**src/rtl/core/smvg_pkg.sv**
```systemverilog
// Package: constants, beat types, sine table and helpers for the vertex generator.
package smvg_pkg;

   // Mesh limits
   localparam int MAX_SEGMENTS = 256;
   localparam int MAX_RINGS = 256;
   localparam int MAX_TURNS = 64;

   // Quarter-wave sine table
   localparam int SINE_TABLE_DEPTH = 256;
   localparam int SINE_IDX_BITS = $clog2(SINE_TABLE_DEPTH);
   localparam int PHASE_BITS = SINE_IDX_BITS + 2;
   localparam int ROM_BITS = 15;
   localparam logic [63:0] HALF_PI_Q30 = 64'd1686629713;

   // Long division pipeline: 32 quotient bits, a few bits per stage
   localparam int DIV_BITS = 32;
   localparam int DIV_STEPS = 4;
   localparam int DIV_STAGES = DIV_BITS / DIV_STEPS;
   localparam int DIVISOR_BITS = 9;
   localparam int DIV_LANES = 5;
   localparam int LANE_CONE = 0;
   localparam int LANE_TEXV = 1;
   localparam int LANE_HEIGHT = 2;
   localparam int LANE_PHASE = 3;
   localparam int LANE_TEXU = 4;

   // Saturation bounds
   localparam logic signed [31:0] Q12_MAX = 32'sd8388607;
   localparam logic signed [31:0] Q12_MIN = -32'sd8388608;
   localparam logic signed [35:0] Q16_MAX = 36'sd2147483647;
   localparam logic signed [35:0] Q16_MIN = -36'sd2147483648;

   // Register map
   typedef enum logic [2:0] {
      CSR_CONE_WIDTH,
      CSR_TURN_RISE,
      CSR_TURN_SHIFT,
      CSR_BASE_RADIUS,
      CSR_SEGMENTS,
      CSR_RINGS,
      CSR_TURNS
   } csr_index_type;

   typedef struct packed {
      logic signed [23:0] cone_width;
      logic signed [23:0] turn_rise;
      logic signed [23:0] turn_shift;
      logic signed [23:0] base_radius;
      logic [8:0]         segments;
      logic [8:0]         rings;
      logic [6:0]         turns;
   } cfg_type;

   localparam cfg_type CFG_RESET = '{
      cone_width: 24'sd0,
      turn_rise: 24'sd0,
      turn_shift: 24'sd0,
      base_radius: 24'sd0,
      segments: 9'd1,
      rings: 9'd1,
      turns: 7'd1
   };

   // One division lane: numerator shifts out as quotient shifts in
   typedef struct packed {
      logic [DIV_BITS-1:0]     work;
      logic [DIVISOR_BITS-1:0] rem;
   } div_lane_type;

   typedef div_lane_type [DIV_LANES-1:0] div_lanes_type;

   // Sideband that rides along with the division lanes
   typedef struct packed {
      logic               bad;
      logic               neg_cone;
      logic               neg_height;
      logic signed [30:0] shift_t;
      logic signed [30:0] rise_t;
      logic [5:0]         turn;
   } side_type;

   typedef struct packed {
      logic signed [31:0] pos_x;
      logic signed [31:0] pos_y;
      logic signed [31:0] pos_z;
      logic [21:0]        tex_u;
      logic [16:0]        tex_v;
      logic               range_error;
   } rsp_type;

   typedef logic [SINE_TABLE_DEPTH:0][ROM_BITS-1:0] sine_rom_type;

   // Table contents from a nine-term Taylor series in Q30, rounded to Q1.15.
   // Evaluated at elaboration only.
   function automatic sine_rom_type build_sine_rom();
      sine_rom_type rom;
      logic [63:0]  x;
      logic [63:0]  x2;
      logic [63:0]  term;
      logic [63:0]  rnd;
      longint       sum;
      rom = '0;
      for (int k = 0; k <= SINE_TABLE_DEPTH; k++) begin
         x = (HALF_PI_Q30 * 64'(k)) / SINE_TABLE_DEPTH;
         x2 = (x * x) >> 30;
         term = x;
         sum = longint'(x);
         term = ((term * x2) >> 30) / 64'd6;
         sum = sum - longint'(term);
         term = ((term * x2) >> 30) / 64'd20;
         sum = sum + longint'(term);
         term = ((term * x2) >> 30) / 64'd42;
         sum = sum - longint'(term);
         term = ((term * x2) >> 30) / 64'd72;
         sum = sum + longint'(term);
         term = ((term * x2) >> 30) / 64'd110;
         sum = sum - longint'(term);
         term = ((term * x2) >> 30) / 64'd156;
         sum = sum + longint'(term);
         term = ((term * x2) >> 30) / 64'd210;
         sum = sum - longint'(term);
         term = ((term * x2) >> 30) / 64'd272;
         sum = sum + longint'(term);
         if (sum < 0) begin
            sum = 0;
         end
         rnd = (64'(sum) + 64'd16384) >> 15;
         rom[k] = (rnd > 64'd32767) ? 15'h7FFF : rnd[ROM_BITS-1:0];
      end
      return rom;
   endfunction

   localparam sine_rom_type SINE_ROM = build_sine_rom();

   // Full-wave sine in Q1.15 from the quarter-wave table
   function automatic logic signed [15:0] sine_q15(logic [PHASE_BITS-1:0] p);
      logic [SINE_IDX_BITS:0]  idx;
      logic [ROM_BITS-1:0]     mag;
      if (p[SINE_IDX_BITS]) begin
         idx = (SINE_IDX_BITS + 1)'(SINE_TABLE_DEPTH) - {1'b0, p[SINE_IDX_BITS-1:0]};
      end else begin
         idx = {1'b0, p[SINE_IDX_BITS-1:0]};
      end
      mag = SINE_ROM[idx];
      return p[PHASE_BITS-1] ? -$signed({1'b0, mag}) : $signed({1'b0, mag});
   endfunction

endpackage

```
**src/rtl/core/smvg_front.sv**
```systemverilog
// Front stage: range check, products and division numerators for one request.
module smvg_front import smvg_pkg::*; (
   input  logic          clock,
   input  logic          reset,
   input  cfg_type       cfg,
   input  logic          in_valid,
   output logic          in_ready,
   input  logic [8:0]    ring_index,
   input  logic [5:0]    turn_index,
   input  logic [7:0]    segment_index,
   output logic          out_valid,
   input  logic          out_ready,
   output div_lanes_type out_lanes,
   output side_type      out_side
);

   logic          valid_ff;
   div_lanes_type lanes_ff;
   div_lanes_type lanes_in;
   side_type      side_ff;
   side_type      side_in;

   logic               bad;
   logic [23:0]        cone_abs;
   logic [23:0]        rise_abs;
   logic [8:0]         ring_diff;
   logic [31:0]        cone_prod;
   logic [31:0]        rise_prod;
   logic signed [30:0] shift_t;
   logic signed [30:0] rise_t;
   logic [31:0]        num_phase;

   // Any index or register out of range
   assign bad = (cfg.segments == '0) || (cfg.segments > 9'(MAX_SEGMENTS)) ||
                (cfg.rings == '0) || (cfg.rings > 9'(MAX_RINGS)) ||
                (cfg.turns == '0) || (cfg.turns > 7'(MAX_TURNS)) ||
                (ring_index > cfg.rings) || ({1'b0, turn_index} >= cfg.turns) ||
                ({1'b0, segment_index} >= cfg.segments);

   // Magnitudes for the truncating divisions
   assign cone_abs = cfg.cone_width[23] ? (~cfg.cone_width + 24'd1) : cfg.cone_width;
   assign rise_abs = cfg.turn_rise[23] ? (~cfg.turn_rise + 24'd1) : cfg.turn_rise;
   assign ring_diff = cfg.rings - ring_index;
   // at most 2^23 * 256, fits in 32 bits
   assign cone_prod = cone_abs * ring_diff;
   assign rise_prod = rise_abs * segment_index;

   // Per-turn terms, signed
   assign shift_t = $signed(cfg.turn_shift) * $signed({1'b0, turn_index});
   assign rise_t = $signed(cfg.turn_rise) * $signed({1'b0, turn_index});

   // Rounded phase: (s*4D + N/2) / N
   assign num_phase = (32'(segment_index) << PHASE_BITS) + 32'(cfg.segments >> 1);

   always_comb begin
      lanes_in[LANE_CONE].work = cone_prod;
      lanes_in[LANE_TEXV].work = 32'(ring_index) << 16;
      lanes_in[LANE_HEIGHT].work = rise_prod;
      lanes_in[LANE_PHASE].work = num_phase;
      lanes_in[LANE_TEXU].work = 32'(segment_index) << 16;
      for (int l = 0; l < DIV_LANES; l++) begin
         lanes_in[l].rem = '0;
      end
      side_in.bad = bad;
      side_in.neg_cone = cfg.cone_width[23];
      side_in.neg_height = cfg.turn_rise[23];
      side_in.shift_t = shift_t;
      side_in.rise_t = rise_t;
      side_in.turn = turn_index;
   end

   assign in_ready = !valid_ff || out_ready;

   always_ff @(posedge clock) begin
      if (reset) begin
         valid_ff <= 1'b0;
      end else if (in_ready) begin
         valid_ff <= in_valid;
      end
   end

   always_ff @(posedge clock) begin
      if (in_ready) begin
         lanes_ff <= lanes_in;
         side_ff <= side_in;
      end
   end

   assign out_valid = valid_ff;
   assign out_lanes = lanes_ff;
   assign out_side = side_ff;

endmodule

```
**config.mk**
```make
export PLATFORM = sky130hd
export DESIGN_NAME = smvg_front
export DESIGN_NICKNAME = d
export VERILOG_FILES = /design/src/rtl/core/smvg_pkg.sv /design/src/rtl/core/smvg_front.sv
export SDC_FILE = /design/constraint.sdc
export NUM_CORES = 2
export LEC_CHECK = 0
export BUFFER_PORTS_ARGS = -buffer_cell sky130_fd_sc_hd__buf_4
export CAP_MARGIN = 15
export CORE_MARGIN = 2
export CORE_UTILIZATION = 61
export CTS_BUF_LIST = sky130_fd_sc_hd__clkbuf_16
export DETAILED_ROUTE_END_ITERATION = 7
export GPL_ROUTABILITY_DRIVEN = 1
export MAX_ROUTING_LAYER = met4
export PLACE_DENSITY_LB_ADDON = 0.15
export SYNTH_ARGS = -nofsm -noshare
export SYNTH_HDL_FRONTEND = slang
export SYNTH_SLANG_ARGS = --single-unit
```
**constraint.sdc**
```tcl
create_clock -name clock -period 7.9 [get_ports clock]
set_input_delay 0.395 -clock clock [delete_from_list [all_inputs] [get_ports clock]]
set_output_delay 0.395 -clock clock [all_outputs]
set_load 0.1 [all_outputs]
```
Word level (Yosys, flattened, before mapping)
Cells that the tools add are included.

word-level totals
  flip-flop bits (word level) = 185
  latch bits = 0
  RAM bits = 0
  ROM bits = 0
  input port bits = 148
  logic and storage cells = 43
  memories kept = 0

cells by class
  $add $sub $neg = 4
  multiply operators = 4
  divide/modulo/power cells = 0
  $lt $le $gt $ge = 6
  equality and inequality tests = 0
  shift operators = 0
  mux-type cells = 2
  bitwise logic cells = 2
  reduce and logical (&&, ||, !) cells = 13

operators by type and width
  kind                                                              number
  24-bit by 7-bit multiplier with 31-bit output                     2
  24-bit by 1-bit adder with 24-bit output (second input constant)  2
  24-bit two-way mux                                                2
  24-bit NOT                                                        2
  24-bit by 8-bit multiplier with 32-bit output                     1
  24-bit by 9-bit multiplier with 32-bit output                     1
  18-bit by 8-bit adder with 19-bit output                          1
  9-bit greater-than comparator (second input constant)             2
  9-bit zero test                                                   2
  8-bit by 9-bit >= comparator with 1-bit output                    1
  9-bit greater-than comparator                                     1
  1-bit logical OR                                                  9
  9-bit subtractor                                                  1
  6-bit by 7-bit >= comparator with 1-bit output                    1
  7-bit greater-than comparator (second input constant)             1
  7-bit zero test                                                   1
  1-bit zero test                                                   1

Logic depth before layout (Yosys ltp)
  word-level depth = 9
  depth in mapped cells = 30
  depth with buffers taken out = 29

Worst setup path before layout
Ideal clock, no wire load.

  kind = input to register
  start = input port cfg[97] in the netlist's numbering
  end = register lanes_ff, in the netlist out_lanes[38] (data pin)
  library setup time = 0.258 ns
  arrival time = 7.112 ns
  data required time = 7.642 ns
  slack = 0.530 ns
  stages = 23
  path through = or2_1 or4_4 or4_4 or4_1 or4_4 o31ai_1 xor2_1 or2_2 fa_1 inv_1 fa_1 fa_1 inv_1 fa_1 inv_1 ha_1 nand2_1 or3_1 o2111a_1 o311ai_0 a21o_1 a21oi_1 xnor2_1

between the ends
  word-level cells in the longest chain between the ends = 4

ends and longest elaborated chain
  what                                               line              text
  start: declaration                                 smvg_front.sv:5   input cfg_type cfg,
  24-bit NOT                                         smvg_front.sv:41  assign cone_abs = cfg.cone_width[23] ? (~cfg.cone_width + 24'd1) : cfg.cone_width;
  24-bit by 1-bit adder with 24-bit output           smvg_front.sv:41
  24-bit two-way mux (*)                             smvg_front.sv:41
  24-bit by 9-bit multiplier with 32-bit output (*)  smvg_front.sv:45  assign cone_prod = cone_abs * ring_diff;
  named net cone_prod[29]                            smvg_front.sv:27  logic [31:0] cone_prod;
  end signal: assignment                             smvg_front.sv:84  lanes_ff <= lanes_in;
  end: declaration                                   smvg_front.sv:18  div_lanes_type lanes_ff;

The timed path passes the listed nets; every way through them passes the cells marked *.
A chain may end at the register's enable or synchronous reset.

Final worst setup path
  start = input port cfg[97] in the netlist's numbering
  end = register lanes_ff, in the netlist out_lanes[39] (data pin)

The elaborated chain is that of the path after synthesis.

==> key figures <==
Placement
  – Routability cong.: between 0.9 and 1
  – Number of port buffers: ~290
  – HPWL Detailed: 57,900 µm

Logic synthesis
  – Post-synthesis mux area share: 0.00134
  – Register area share after synthesis: 0.162
  – Post-synth top flop: edfxtp_1
  – Synth area leaders: fa_1 33%, edfxtp_1 16%, ha_1 11%
  – Unique masters post-synth: 66
  – Post-synthesis cell count: roughly 3,200
  – Area share of fa/ha/maj cells after synthesis: 0.432
  – Syn_area_per_cell: around 9.4 µm²
  – Most frequent cell after synthesis: inv_1
  – Largest family of logic cells by synthesized area: adder cells
  – Synth warnings: 0
  – Post-synth top area cell: fa_1
  – Post-synth top area share: 0.326
  – Compound-Gate Fraction of Synth Area: 0.0778
  – Synth Area in XOR/XNOR: 0.0491
  – EDFF count, synth: between 150 and 200
  – Yosys reg bits: 161
  – Simple-Gate Fraction of Synth Area: 0.165
  – Top cells by count, synth: 545 x inv_1, 485 x fa_1, 293 x nand2_1
  – Synthesized cell area: slightly below 30,000 µm²
  – Async SR Flop Fraction: 0

Global routing
  – Vias in the first global route: about 24,000
  – Initial antenna violation count: 4
  – Largest net degree at the start of global routing: 117
  – Total Routing Usage GR: 0.310
  – First-pass GRT wire length: 120,000 µm
  – GRT overflow: 0

Worst setup path
  – Crit path kind: in -> reg
  – Top fanout value on the critical path: 6
  – RR Startpoint: out_valid
  – CP cell instances: buf_4, or2_1, or4_4, or4_4, or4_1, o21ai_0, xnor2_1, nand2b_1, fa_1, inv_1, fa_1, fa_1, inv_1, fa_1, inv_1, ha_1, or4_1, o21ai_0, o21ai_0, o41ai_1, o21ai_0, a21oi_1, xnor2_1
  – WP data arrival: roughly 7700 ps
  – Worst path max stage delay: ~570 ps
  – Worst Setup Start Kind: input port
  – Crit-path slowest cell: o41ai_1
  – CP endpoint kind: flop
  – R2R cell count: 2
  – Worst setup path startpoint: cfg[97]
  – Critical Path RT: slightly above 8000 ps

CTS
  – TritonCTS clock tree: yes
  – Clock Tree Root: clkbuf_16
  – Sink Count: 161
  – Max clock buf depth: 2
  – Clock Pin Slew Worst Setup and Hold Paths: approximately 70 ps
  – H-tree level count: 4
  – Worst-Skew Late Latency: about 500 ps
  – Post-CTS Resized: 0
  – Cts-stage hold buffer count: 0
  – Num CTS Buffers: 17
  – Post-CTS Setup Inserts: 0

Timing
  – Fmax achieved: around 130 MHz
  – Clk_skew: ~10 ps
  – Worst-margin pin slew: 1010 ps
  – Final period utilization: 0.942
  – Unrepaired setup endpoints after global routing: false
  – Setup_tns: 0 ps
  – Finish-stage setup viols: 0
  – Slew headroom: 0.320
  – Slew Viols, Final: 0
  – Crit path time final: 7440 ps
  – Final hold viol count: 0

Cells and area
  – Reg area: just under 5000 µm²
  – Area of the multi-input gates: about 22,000 µm²
  – Fillers: around 3,800
  – Layout cells sized above 1: 0.114
  – Area grow syn2layout: 9.80%
  – Nets: around 4,300

Route
  – Final wirelength: between 70,000 and 80,000 µm
  – Routed Antenna Nets: 0
  – Iter 0 DRT Violations: around 1,600
  – Routed WL per cell: 18.0 µm
  – Via count: 22,400
  – Vias per cell: approximately 5.6
  – DRT Pass-1 Iters: 5
  – DRC: 0

Floorplanning
  – Placeable Area: ~48,000 µm²
  – Full die area: a little over 50,000 µm²
  – Die height: around 220 µm
  – Initial core utilization: 0.621
  – Io pins: around 430
  – Row cnt: 80
  – Die width: approximately 220 µm

Hold path
  – Worst Hold Path Cells: 2
  – Hold path startpoint: reset
  – Hold Crit Class: in -> reg

Outcome
  – Status: complete, no violations

Flow run
  – Max Cap Viol: 0
[state kept, by name, summed over array words and instances, names as in the netlist]
register / count
out_valid: 1
out_lanes: 89
out_side: 71
[stage by stage]
step                 util  setup WS [ps]  cells  instance area [µm²]  hold WS [ps]
floorplan               -            530   3283                30200           464
global placement    0.669            168   3996                32100           550
detailed placement  0.669           37.8   3996                32100           552
CTS                 0.681            540   4028                32700          16.0
global route        0.682           33.4   4032                32700          39.5
finish              0.682            459   4034                32700          42.8
[cell type report]
cell class              count  share of cell area
diodes                      6            0.000459
clock buffers              17              0.0130
clock inverters            15             0.00486
inverters                 547              0.0628
multi-input cells        2352               0.674
flip-flops and latches    161               0.148
well taps                 615              0.0235
repair buffers            321              0.0741
[critical path, delay by kind of cell]
kind / cells / cell delay, ps
and+or+nand+nor: 6 / 2310
adders and majority gates: 5 / 2290
AOI/OAI and AO/OA: 6 / 2010
buffers and inverters: 4 / 260
xor gates and xnor gates: 2 / 420
[cell usage in the layout (no fill, tap or decap), drive strengths merged, types with 10 or more instances in the layout]
| cell type | count |
|---|---|
| buf | 321 |
| o31ai | 15 |
| a21o | 56 |
| xnor2 | 114 |
| nor2 | 184 |
| nand2b | 71 |
| fa | 485 |
| o21ai | 73 |
| a21oi | 108 |
| o21bai | 14 |
| nand2 | 293 |
| edfxtp | 160 |
| or2 | 28 |
| clkbuf | 17 |
| and2 | 233 |
| nor2b | 60 |
| or4 | 16 |
| o21a | 13 |
| o31a | 11 |
| nand3 | 28 |
| nor3 | 19 |
| conb | 108 |
| ha | 252 |
| inv | 548 |
| xor2 | 53 |
| clkinv | 10 |
[cell families after synthesis]
logic type | after synthesis
AND/OR/NAND/NOR | 977
buffers and inverters | 770
adder cells (fa/ha/maj) | 737
AO/OA/AOI/OAI | 359
XOR/XNOR | 167
flip-flops | 161
multiplexers | 4
other | 1
[final timing paths]
| check | to | slack [ps] |
|---|---|---|
| hold reg to reg | out_valid | 1010 |
| setup / recovery | out_lanes[39] | 460 |
| setup reg to reg | out_side[22] | 5980 |
| hold / removal | out_valid | 40 |
[per-layer routing]
| layer | wire length, µm | GRT usage | up-vias |
|---|---|---|---|
| li1 | - | - | 10200 |
| met1 | 29600 | 0.383 | 11400 |
| met2 | 36200 | 0.515 | 738 |
| met3 | 4700 | 0.0481 | 134 |
| met4 | 2130 | 0.121 | 0 |
| met5 | 0 | - | - |
Power is not shown: default switching activity piles up to over one toggle a cycle in this logic, so the estimate is an artifact.
